File: src/hdl/clcg_pkg.sv
`timescale 1ns / 1ps
// ----------------------------------------------------------------------------
// clcg_pkg
// Shared types, constants and modular arithmetic of the combined generator.
// ----------------------------------------------------------------------------
package clcg_pkg;

	localparam int unsigned STATE_W = 31;
	localparam int unsigned MUL_W   = 16;
	localparam int unsigned RED_W   = 8;
	localparam int unsigned PROD_W  = STATE_W + MUL_W;

	localparam logic [STATE_W-1:0] MOD_ONE  = 31'd2147483563;
	localparam logic [STATE_W-1:0] MOD_TWO  = 31'd2147483399;
	localparam logic [MUL_W-1:0]   MUL_ONE  = 16'd40014;
	localparam logic [MUL_W-1:0]   MUL_TWO  = 16'd40692;
	localparam logic [STATE_W-1:0] SEED_ONE = 31'd2147483562;
	localparam logic [STATE_W-1:0] SEED_TWO = 31'd2147483398;

	// 2^31 mod m, used to fold the high part of a product back in
	localparam logic [RED_W-1:0] RED_ONE = RED_W'(32'h8000_0000 - 32'(MOD_ONE));
	localparam logic [RED_W-1:0] RED_TWO = RED_W'(32'h8000_0000 - 32'(MOD_TWO));

	typedef enum logic [1:0] {
		OP_SEED  = 2'd0,
		OP_NEXT  = 2'd1,
		OP_SPLIT = 2'd2
	} op_t;

	typedef struct packed {
		logic [1:0]         opcode;
		logic [STATE_W-1:0] seed_a;
		logic [STATE_W-1:0] seed_b;
	} item_t;

	typedef struct packed {
		logic [STATE_W-1:0] random_value;
		logic [STATE_W-1:0] child_first;
		logic [STATE_W-1:0] child_second;
	} result_t;

	typedef struct packed {
		logic [STATE_W-1:0] first;
		logic [STATE_W-1:0] second;
	} gen_state_t;

	// x * mul mod m, with m = 2^31 - red
	function automatic logic [STATE_W-1:0] mulmod(
		input logic [STATE_W-1:0] x,
		input logic [MUL_W-1:0]   mul,
		input logic [RED_W-1:0]   red,
		input logic [STATE_W-1:0] m
	);
		logic [PROD_W-1:0]      prod;
		logic [MUL_W+RED_W-1:0] hi_red;
		logic [STATE_W:0]       sum;
		prod   = PROD_W'(x) * PROD_W'(mul);
		hi_red = (MUL_W+RED_W)'(prod[PROD_W-1:STATE_W]) * (MUL_W+RED_W)'(red);
		sum    = {1'b0, prod[STATE_W-1:0]} + (STATE_W+1)'(hi_red);
		if (sum >= {1'b0, m}) begin
			sum = sum - {1'b0, m};
		end
		return sum[STATE_W-1:0];
	endfunction

	// seed mod m plus one, seed below 2m
	function automatic logic [STATE_W-1:0] seed_load(
		input logic [STATE_W-1:0] seed,
		input logic [STATE_W-1:0] m
	);
		logic [STATE_W-1:0] r;
		r = (seed >= m) ? seed - m : seed;
		return r + STATE_W'(1);
	endfunction

endpackage

File: src/hdl/clcg_cmd_if.sv
`timescale 1ns / 1ps
// ----------------------------------------------------------------------------
// clcg_cmd_if
// Command channel: opcode and seeds with valid/ready handshake.
// ----------------------------------------------------------------------------
interface clcg_cmd_if;
	logic                         valid;
	logic                         ready;
	logic [1:0]                   opcode;
	logic [clcg_pkg::STATE_W-1:0] seed_a;
	logic [clcg_pkg::STATE_W-1:0] seed_b;

	modport source(output valid, opcode, seed_a, seed_b, input ready);
	modport sink(input valid, opcode, seed_a, seed_b, output ready);
endinterface

File: src/hdl/clcg_rsp_if.sv
`timescale 1ns / 1ps
// ----------------------------------------------------------------------------
// clcg_rsp_if
// Response channel: drawn value and child generator with valid/ready.
// ----------------------------------------------------------------------------
interface clcg_rsp_if;
	logic                         valid;
	logic                         ready;
	logic [clcg_pkg::STATE_W-1:0] random_value;
	logic [clcg_pkg::STATE_W-1:0] child_first;
	logic [clcg_pkg::STATE_W-1:0] child_second;

	modport source(output valid, random_value, child_first, child_second, input ready);
	modport sink(input valid, random_value, child_first, child_second, output ready);
endinterface

File: src/hdl/combined_lcg_random_generator.sv
`timescale 1ns / 1ps
// One command (seed, draw or split) is accepted every clock while the command
// side is not stalled. The command is registered first in the input register.
// When it moves on, the generator state and the response register are updated
// together and its single response beat is presented on the response channel.
// A response stall can hold the command in the input register. That update
// loop sets the clock rate: a 31x16 constant multiply, a fold of the high part
// and one compare-subtract per state. A full response register that is not
// taken stalls the command side only while the input register is also full.
// After reset the generator behaves as if seeded with zero.
// ----------------------------------------------------------------------------
// combined_lcg_random_generator
// Splittable combined multiplicative congruential random generator.
// ----------------------------------------------------------------------------
module combined_lcg_random_generator (
	input  logic           clk,
	input  logic           arst_n,
	clcg_cmd_if.sink       cmd,
	clcg_rsp_if.source     rsp
);

	logic                 valid_s1;
	clcg_pkg::item_t      item_s1;
	logic                 valid_s2;
	clcg_pkg::result_t    res_s2;
	clcg_pkg::gen_state_t gen_q;
	clcg_pkg::gen_state_t gen_nxt;
	clcg_pkg::result_t    res_nxt;
	logic                 adv_s2;
	logic                 move_s1;

	assign adv_s2    = !valid_s2 || rsp.ready;
	assign move_s1   = valid_s1 && adv_s2;
	assign cmd.ready = !valid_s1 || adv_s2;

	clcg_core u_core (
		.item (item_s1),
		.cur  (gen_q),
		.nxt  (gen_nxt),
		.res  (res_nxt)
	);

	always_ff @(posedge clk or negedge arst_n) begin
		if (!arst_n) begin
			valid_s1     <= 1'b0;
			valid_s2     <= 1'b0;
			gen_q.first  <= clcg_pkg::STATE_W'(1);
			gen_q.second <= clcg_pkg::STATE_W'(1);
		end else begin
			if (cmd.ready) begin
				valid_s1 <= cmd.valid;
			end
			if (adv_s2) begin
				valid_s2 <= valid_s1;
			end
			if (move_s1) begin
				gen_q <= gen_nxt;
			end
		end
	end

	always_ff @(posedge clk) begin
		if (cmd.valid && cmd.ready) begin
			item_s1.opcode <= cmd.opcode;
			item_s1.seed_a <= cmd.seed_a;
			item_s1.seed_b <= cmd.seed_b;
		end
		if (move_s1) begin
			res_s2 <= res_nxt;
		end
	end

	assign rsp.valid        = valid_s2;
	assign rsp.random_value = res_s2.random_value;
	assign rsp.child_first  = res_s2.child_first;
	assign rsp.child_second = res_s2.child_second;

	// state stays in its generator range
	assert property (@(posedge clk) disable iff (!arst_n)
		gen_q.first != '0 && gen_q.first <= clcg_pkg::SEED_ONE)
		else $error("first state out of range");

	assert property (@(posedge clk) disable iff (!arst_n)
		gen_q.second != '0 && gen_q.second <= clcg_pkg::SEED_TWO)
		else $error("second state out of range");

	// a command leaving the input register lands in the response register
	assert property (@(posedge clk) disable iff (!arst_n)
		move_s1 |=> valid_s2)
		else $error("beat lost between stages");

	// state only changes when a command is processed
	assert property (@(posedge clk) disable iff (!arst_n)
		!move_s1 |=> $stable(gen_q))
		else $error("state changed without a command");

	// a draw and a split never share a beat
	assert property (@(posedge clk) disable iff (!arst_n)
		valid_s2 && res_s2.random_value != '0 |-> res_s2.child_first == '0)
		else $error("draw and split fields both set");

endmodule

File: src/hdl/clcg_core.sv
`timescale 1ns / 1ps
// ----------------------------------------------------------------------------
// clcg_core
// Next-state and result logic for one command against the generator state.
// ----------------------------------------------------------------------------
module clcg_core (
	input  clcg_pkg::item_t      item,
	input  clcg_pkg::gen_state_t cur,
	output clcg_pkg::gen_state_t nxt,
	output clcg_pkg::result_t    res
);

	logic [clcg_pkg::STATE_W-1:0] adv_first;
	logic [clcg_pkg::STATE_W-1:0] adv_second;
	logic [clcg_pkg::STATE_W:0]   diff;
	logic [clcg_pkg::STATE_W:0]   folded;
	logic [clcg_pkg::STATE_W-1:0] inc_first;
	logic [clcg_pkg::STATE_W-1:0] dec_second;

	always_comb begin
		adv_first  = clcg_pkg::mulmod(cur.first, clcg_pkg::MUL_ONE, clcg_pkg::RED_ONE,
			clcg_pkg::MOD_ONE);
		adv_second = clcg_pkg::mulmod(cur.second, clcg_pkg::MUL_TWO, clcg_pkg::RED_TWO,
			clcg_pkg::MOD_TWO);

		// two's complement difference, sign in the top bit
		diff = {1'b0, adv_first} - {1'b0, adv_second};
		if (diff[clcg_pkg::STATE_W] || diff == '0) begin
			folded = diff + {1'b0, clcg_pkg::SEED_ONE};
		end else if (diff >= {1'b0, clcg_pkg::SEED_ONE}) begin
			folded = diff - {1'b0, clcg_pkg::SEED_ONE};
		end else begin
			folded = diff;
		end

		inc_first  = (cur.first == clcg_pkg::SEED_ONE) ? clcg_pkg::STATE_W'(1)
			: cur.first + clcg_pkg::STATE_W'(1);
		dec_second = (cur.second == clcg_pkg::STATE_W'(1)) ? clcg_pkg::SEED_TWO
			: cur.second - clcg_pkg::STATE_W'(1);

		nxt = cur;
		res = '0;
		case (clcg_pkg::op_t'(item.opcode))
			clcg_pkg::OP_SEED: begin
				nxt.first  = clcg_pkg::seed_load(item.seed_a, clcg_pkg::SEED_ONE);
				nxt.second = clcg_pkg::seed_load(item.seed_b, clcg_pkg::SEED_TWO);
			end
			clcg_pkg::OP_NEXT: begin
				nxt.first        = adv_first;
				nxt.second       = adv_second;
				res.random_value = folded[clcg_pkg::STATE_W-1:0];
			end
			clcg_pkg::OP_SPLIT: begin
				nxt.first        = inc_first;
				nxt.second       = adv_second;
				res.child_first  = adv_first;
				res.child_second = dec_second;
			end
			default: begin
				nxt = cur;
			end
		endcase
	end

endmodule

File: src/flat_wrapper.sv
// flat-port wrapper written by rule: the top's interface ports become plain ports
module combined_lcg_random_generator_flat 
  (clk, arst_n, cmd_valid, cmd_opcode, cmd_seed_a, cmd_seed_b, cmd_ready, rsp_valid, rsp_random_value, rsp_child_first, rsp_child_second, rsp_ready);
  clcg_cmd_if cmd_i ();
  clcg_rsp_if rsp_i ();
  input  logic clk;
  input  logic arst_n;
  input wire logic [$bits(cmd_i.valid)-1:0] cmd_valid;
  input wire logic [$bits(cmd_i.opcode)-1:0] cmd_opcode;
  input wire logic [$bits(cmd_i.seed_a)-1:0] cmd_seed_a;
  input wire logic [$bits(cmd_i.seed_b)-1:0] cmd_seed_b;
  output wire logic [$bits(cmd_i.ready)-1:0] cmd_ready;
  output wire logic [$bits(rsp_i.valid)-1:0] rsp_valid;
  output wire logic [$bits(rsp_i.random_value)-1:0] rsp_random_value;
  output wire logic [$bits(rsp_i.child_first)-1:0] rsp_child_first;
  output wire logic [$bits(rsp_i.child_second)-1:0] rsp_child_second;
  input wire logic [$bits(rsp_i.ready)-1:0] rsp_ready;
  assign cmd_i.valid = cmd_valid;
  assign cmd_i.opcode = cmd_opcode;
  assign cmd_i.seed_a = cmd_seed_a;
  assign cmd_i.seed_b = cmd_seed_b;
  assign cmd_ready = cmd_i.ready;
  assign rsp_valid = rsp_i.valid;
  assign rsp_random_value = rsp_i.random_value;
  assign rsp_child_first = rsp_i.child_first;
  assign rsp_child_second = rsp_i.child_second;
  assign rsp_i.ready = rsp_ready;
  combined_lcg_random_generator u_core (.clk(clk), .arst_n(arst_n), .cmd(cmd_i), .rsp(rsp_i));
endmodule
File: config.mk
export PLATFORM = sky130hd
export DESIGN_NAME = combined_lcg_random_generator_flat
export DESIGN_NICKNAME = d
export VERILOG_FILES = /design/src/hdl/clcg_pkg.sv /design/src/hdl/clcg_cmd_if.sv /design/src/hdl/clcg_rsp_if.sv /design/src/hdl/combined_lcg_random_generator.sv /design/src/hdl/clcg_core.sv /design/src/flat_wrapper.sv
export SDC_FILE = /design/constraint.sdc
export NUM_CORES = 2
export LEC_CHECK = 0
export BUFFER_PORTS_ARGS = -buffer_cell sky130_fd_sc_hd__buf_2
export CORE_MARGIN = 2
export CORE_UTILIZATION = 55
export CTS_CLUSTER_DIAMETER = 100
export DETAILED_ROUTE_END_ITERATION = 6
export GPL_TIMING_DRIVEN = 0
export HOLD_SLACK_MARGIN = 0.15
export PLACE_DENSITY_LB_ADDON = 0.05
export REMOVE_ABC_BUFFERS = 1
export SLEW_MARGIN = 15
export SYNTH_ARGS = -nofsm -noshare
export SYNTH_HDL_FRONTEND = slang
export SYNTH_HIERARCHICAL = 1
export SYNTH_SLANG_ARGS = --single-unit
export TNS_END_PERCENT = 5
File: constraint.sdc
create_clock -name clk -period 21.3 [get_ports clk]
set_clock_uncertainty 0.1 [all_clocks]
set_input_delay 4.26 -clock clk [delete_from_list [all_inputs] [get_ports clk]]
set_output_delay 4.26 -clock clk [all_outputs]
set_load 0.005 [all_outputs]
**After elaboration in Yosys (flattened, before gate mapping)**

Cells that the tools add are included.

- Input bits: 68
- Output and inout port bits: 95
- Bits in registers: 221
- Logic and storage cells: 59

- Bitwise operators: 1
- Multiply operators: 4
- Reduce and logical (&&, ||, !) cells: 12
- Add/sub/neg operators: 13
- Eq/ne operators: 4
- Mux-type cells: 9
- $lt $le $gt $ge: 5

Operator list:

| cell | count |
|---|---|
| 31-bit 2-to-1 mux | 8 |
| 62-bit one-hot mux with 3 select lines | 1 |
| 31-bit subtractor, second input constant | 5 |
| 32-bit by 31-bit >= comparator with 1-bit output, second input constant | 3 |
| 31-bit by 1-bit adder with 31-bit output, second input constant | 3 |
| 31-bit >= comparator, second input constant | 2 |
| 31-bit by 15-bit multiplier with 46-bit output, second input constant | 1 |
| 31-bit by 14-bit multiplier with 45-bit output, second input constant | 1 |
| 31-bit by 23-bit adder with 32-bit output | 1 |
| 31-bit by 24-bit adder with 32-bit output | 1 |
| 32-bit logical NOT | 1 |
| 31-bit by 31-bit subtractor with 32-bit output | 1 |
| 31-bit adder, second input constant | 1 |
| 31-bit by 1-bit == test with 1-bit output, second input constant | 1 |
| 31-bit == test, second input constant | 1 |
| 31-bit by 1-bit subtractor with 31-bit output, second input constant | 1 |
| 16-bit by 8-bit multiplier with 24-bit output, second input constant | 1 |
| 16-bit by 7-bit multiplier with 23-bit output, second input constant | 1 |
| 1-bit logical OR | 3 |
| 3-bit nonzero test | 1 |
| 2-bit by 1-bit == test with 1-bit output, second input constant | 1 |
| 2-bit == test, second input constant | 1 |
| 1-bit logical AND | 2 |
| 1-bit logical NOT | 2 |
| 4 further kinds | 4 |

**Logic depth before layout (Yosys ltp)**

- Word-level depth: 9
- Gate-level depth with buffers: 78
- Mapped depth without buffers: 74

**Hierarchy**

Netlist, hierarchy kept.

By module, submodules not included:

| module | times used | cells each | sequential area each (sq um) | area each (sq um) |
|---|---|---|---|---|
| clcg_core | 1 | 4,241 | 0.0 | 33,569.7 |
| combined_lcg_random_generator | 1 | 296 | 6,318.6 | 7,360.8 |

**Worst setup path after synthesis**

OpenSTA, ideal clock, no wires.

- Path kind: reg2reg
- Start point: reg u_core/gen_q[7] (netlist bit)
- End point: reg u_core.res_s2 (netlist bit u_core/rsp.random_value[21]) (data pin)
- Arrival time: 17,226 ps
- Cell stages (with the launch flop): 71
- Clock period less this slack: 17,595 ps
- Setup time: 270 ps
- Required time: 20,930 ps
- Path slack: 3,705 ps
- Buffers on the path: 4
- Path through: dfrtp_1 -> fa_1 -> fa_1 -> fa_1 -> fa_1 -> fa_1 -> inv_1 -> fa_1 -> inv_1 -> ha_1 -> and4_1 -> and2_1 -> nand3_1 -> nand3_1 -> o21a_1 -> o21ai_0 -> a21oi_1 -> o21ai_0 -> [35 not listed] -> a21oi_1 -> nor2b_1 -> o21ai_0 -> nand2b_1 -> a21o_1 -> a21oi_1 -> nor2b_1 -> o21ai_0 -> nand2b_1 -> a41o_1 -> a21o_1 -> a211oi_2 -> nand3b_1 -> and4b_1 -> and4_1 -> buf_2 -> o21ai_0 -> nor3b_2

- Cells in the longest elaborated chain, start to end: 9
- Elaborated cells between the ends (all ways): 14
- Those cells by class: add/sub: 5; mul: 2; order compare: 2; mux: 3; reduce/logical: 2

Ends and longest elaborated chain:

| element | line | source |
|---|---|---|
| from (decl) | combined_lcg_random_generator.sv:26 | `clcg_pkg::gen_state_t gen_q;` |
| from (signal assigned) | combined_lcg_random_generator.sv:57 | `gen_q <= gen_nxt;` |
| 31-bit by 14-bit multiplier with 45-bit output (*) | clcg_pkg.sv:57 | `prod = PROD_W'(x) * PROD_W'(mul);` |
| 16-bit by 8-bit multiplier with 24-bit output | clcg_pkg.sv:58 | `hi_red = (MUL_W+RED_W)'(prod[PROD_W-1:STATE_W]) * (MUL_W+RED_W)'(red);` |
| 31-bit by 24-bit adder with 32-bit output (*) | clcg_pkg.sv:59 | `sum = {1'b0, prod[STATE_W-1:0]} + (STATE_W+1)'(hi_red);` |
| 31-bit subtractor / 32-bit by 31-bit >= comparator with 1-bit output (equally long branches) | clcg_pkg.sv:61, clcg_pkg.sv:60 |  |
| 31-bit 2-to-1 mux (*) | clcg_pkg.sv:60 | `if (sum >= {1'b0, m}) begin` |
| 31-bit by 31-bit subtractor with 32-bit output (*) | clcg_core.sv:27 | `diff = {1'b0, adv_first} - {1'b0, adv_second};` |
| 31-bit subtractor (tied with other cells) | clcg_core.sv:31 | `folded = diff - {1'b0, clcg_pkg::SEED_ONE};` |
| 31-bit 2-to-1 mux / 1-bit logical OR (equally long branches) | clcg_core.sv:30, clcg_core.sv:28 |  |
| 31-bit 2-to-1 mux (*) | clcg_core.sv:28 | `if (diff[clcg_pkg::STATE_W] \|\| diff == '0) begin` |
| to (signal assigned) | combined_lcg_random_generator.sv:69 | `res_s2 <= res_nxt;` |
| to (decl) | combined_lcg_random_generator.sv:25 | `clcg_pkg::result_t res_s2;` |

Mark *: on every way between the ends. The rest lies on a longest branch, timed or not.
A chain may end at the register's enable or synchronous reset.

**Final worst setup path**

- Start point: reg u_core/gen_q[6] (netlist bit)
- End point: reg u_core.res_s2 (netlist bit u_core/rsp.random_value[29]) (data pin)

The elaborated chain is that of the path after synthesis.

==> qor.csv <==
metric,value,unit
cts-root-buf,clkbuf_16,
drcViolationCount,0,
clockBufferDepth,3,
grt_usage,32.5,%
start_kind,flop,
port_buffers,162,
n_antenna_cell,0,
async_reset_ff_share,29.0,%
tritoncts,yes,
endpoint_kind,flop,
syn_inst,4537,
initial_utilization,55.3,%
fill_cells,6765,
routed_via_density,5.89,
drive_above_1_share,8.73,%
yosysUniqueCellTypes,118,
dr.first_iter.drc_count,2622,
setup_viol,0,
slew_headroom,23.5,%
io_pins,163,
clock_latency,580,ps
yosysTopAreaCellShare,21.4,%
drt_first_pass_iters,6,
regArea,0.00633,mm2
hpwl,104,mm
final_cells,5619,
fp.dieW,277,um
layout_common_cells,"821 x inv_1, 544 x ha_1, 438 x fa_1",
yosysWarnings,6,
worstPathMaxFanout,17,
area.growth.synth_to_final,7.14,%
final_common_cell,inv_1,
fin_crit_sh,95.3,%
core,0.0741,mm2
synth_ff_type,edfxtp_1,
slew_violations,0,
pre_cts_slack,415,ps
rr_startpoint,u_core/gen_q[6],
synth_seq_cells,221,
hold_depth,2,
crit_top_cell,fa_1,
overflow,0,
rr_endpoint,u_core/rsp.random_value[29],
yosys.area.top_type,fa_1,
fp-row-count,100,
hold_viol,0,
worst-path-stages,62,
wl,124,mm
cts_hold_buffers,0,
first_global_vias,32500,
rrSetupSlack,1010,ps
syn-cell-area,0.0409,mm2
synthTopCellsByArea,"fa_1 21%, ha_1 17%, edfxtp_1 12%, inv_1 7.5%, xnor2_1 3.8%",
crit_family,compound AO/OA/AOI/OAI gates,
fin_ws,1010,ps
clkTransAtPathRegs,60,ps
clock_sinks,221,
slowest_stage,nor4_1,
multi_input_area,0.0311,mm2
status,completed,
max_clock_freq,49.3,MHz
grt_pass1_wl,193,mm
hold_end,u_core/rsp.valid,
tightest_slew,1140,ps
routedWlPerCell,22.1,um
drtAntennaViolNets,0,
reg2reg_depth,62,
cts_max_level,1,
dieArea,0.0766,mm2
place_congestion,0.975,
grt_max_degree,81,
drv_cap,0,
post-route-min-period,20290,ps
cts-buffers-inserted,26,
nets,5681,
cp.buffers_inverters,7,
vias,33100,
hp-class,reg2reg,
avgSynthCellArea,9.02,um2
critical_path_class,reg2reg,
dp.cells,5568,
die_h,277,um
hp-start,u_core/rsp.valid,
critPathArrivalTime,20510,ps
ys_seq_area_share,15.4,%
synth_edf_count,157,
antenna_found_initial,3,
cp.required,21510,ps
cpPeakStageDelay,790,ps
==> sequential cells by signal, indices dropped and copies added, names as in the netlist <==
name                     count
u_core/item_s1              64
u_core/gen_q                62
u_core/rsp.child_first      31
u_core/rsp.child_second     31
u_core/rsp.random_value     31
u_core/rsp.valid             1
u_core/valid_s1              1
==> cells by family (layout without fill, tap and decap cells) <==
logic type / after synthesis / in the layout / synth area share, %
muxes: 97 / 97 / 3.11
xor gates and xnor gates: 275 / 275 / 6.02
AOI/OAI and AO/OA: 891 / 891 / 14.3
adders and majority gates: 986 / 986 / 38.2
buffers and inverters: 947 / 1060 / 8.85
DFF: 221 / 221 / 15.4
and+or+nand+nor: 1120 / 1120 / 14.1
==> through the flow <==
step	cell area (um2)	util, %	TNS [ps]	hold WS (ps)
6_report	43900	59.2	0	496
5_1_grt	43900	59.2	-15.9	528
4_1_cts	43700	59.1	0	500
3_5_place_dp	42900	57.9	0	488
3_3_place_gp	42400	57.3	0	431
2_1_floorplan	40400	-	0	414
==> per-layer routing <==
metal | routed length [um] | part of all wire (%) | global-route usage (%) | vias up
met5 | 7 | 0.0056 | 0 | -
met2 | 53400 | 43 | 49.0 | 1100
met3 | 8610 | 6.9 | 4.18 | 137
met4 | 3600 | 2.9 | 8.64 | 2
met1 | 58400 | 47 | 49.2 | 16400
li1 | - | - | - | 15500
==> repair_timing <==
action                                  4_1_cts  5_1_grt
buffers inserted                              0        3
resized for setup                             0       23
endpoints found under the setup margin        0       30
==> worst max path at each step <==
stage                          start                           to  slack [ps]
floorplan            u_core/gen_q[7]  u_core/rsp.random_value[21]        3880
global placement    u_core/gen_q[10]  u_core/rsp.random_value[28]         220
detailed placement  u_core/gen_q[10]  u_core/rsp.random_value[28]         420
CTS                 u_core/gen_q[10]  u_core/rsp.random_value[28]         280
global route         u_core/gen_q[6]  u_core/rsp.random_value[21]         -10
finish               u_core/gen_q[6]  u_core/rsp.random_value[29]        1010
==> worst reg2reg max path: cells and delay by family (launching register included) <==
family | cells | cell delay, ps
buffers and inverters | 7 | 440
xor gates and xnor gates | 3 | 1460
adders and majority gates | 13 | 6250
and+or+nand+nor | 13 | 4120
DFF | 1 | 600
muxes | 1 | 420
AOI/OAI and AO/OA | 25 | 6640
==> Yosys cell counts, types with 37 or more instances <==
| cell type | n |
|---|---|
| or3_1 | 37 |
| nand3_1 | 79 |
| nor2_1 | 239 |
| and3_1 | 46 |
| inv_1 | 822 |
| a21oi_1 | 262 |
| and2_1 | 52 |
| a21o_1 | 70 |
| nand2b_1 | 54 |
| nand4_1 | 65 |
| xor2_1 | 91 |
| clkbuf_1 | 98 |
| dfrtp_1 | 62 |
| o211ai_1 | 45 |
| fa_1 | 438 |
| nor3_1 | 82 |
| ha_1 | 545 |
| nand2_1 | 297 |
| mux2_4 | 59 |
| edfxtp_1 | 157 |
| o21ai_0 | 192 |
| xnor2_1 | 179 |
==> final cells by class <==
class | instances | share of cell area, %
sequential | 221 | 14.4
tap | 969 | 2.76
inverter | 827 | 7.09
multi-input combinational | 3369 | 70.9
timing repair buffer | 185 | 2.81
clock inverter | 19 | 0.457
clock buffer | 29 | 1.51
Power is not shown: default switching activity piles up to over one toggle a cycle in this logic, so the estimate is an artifact.
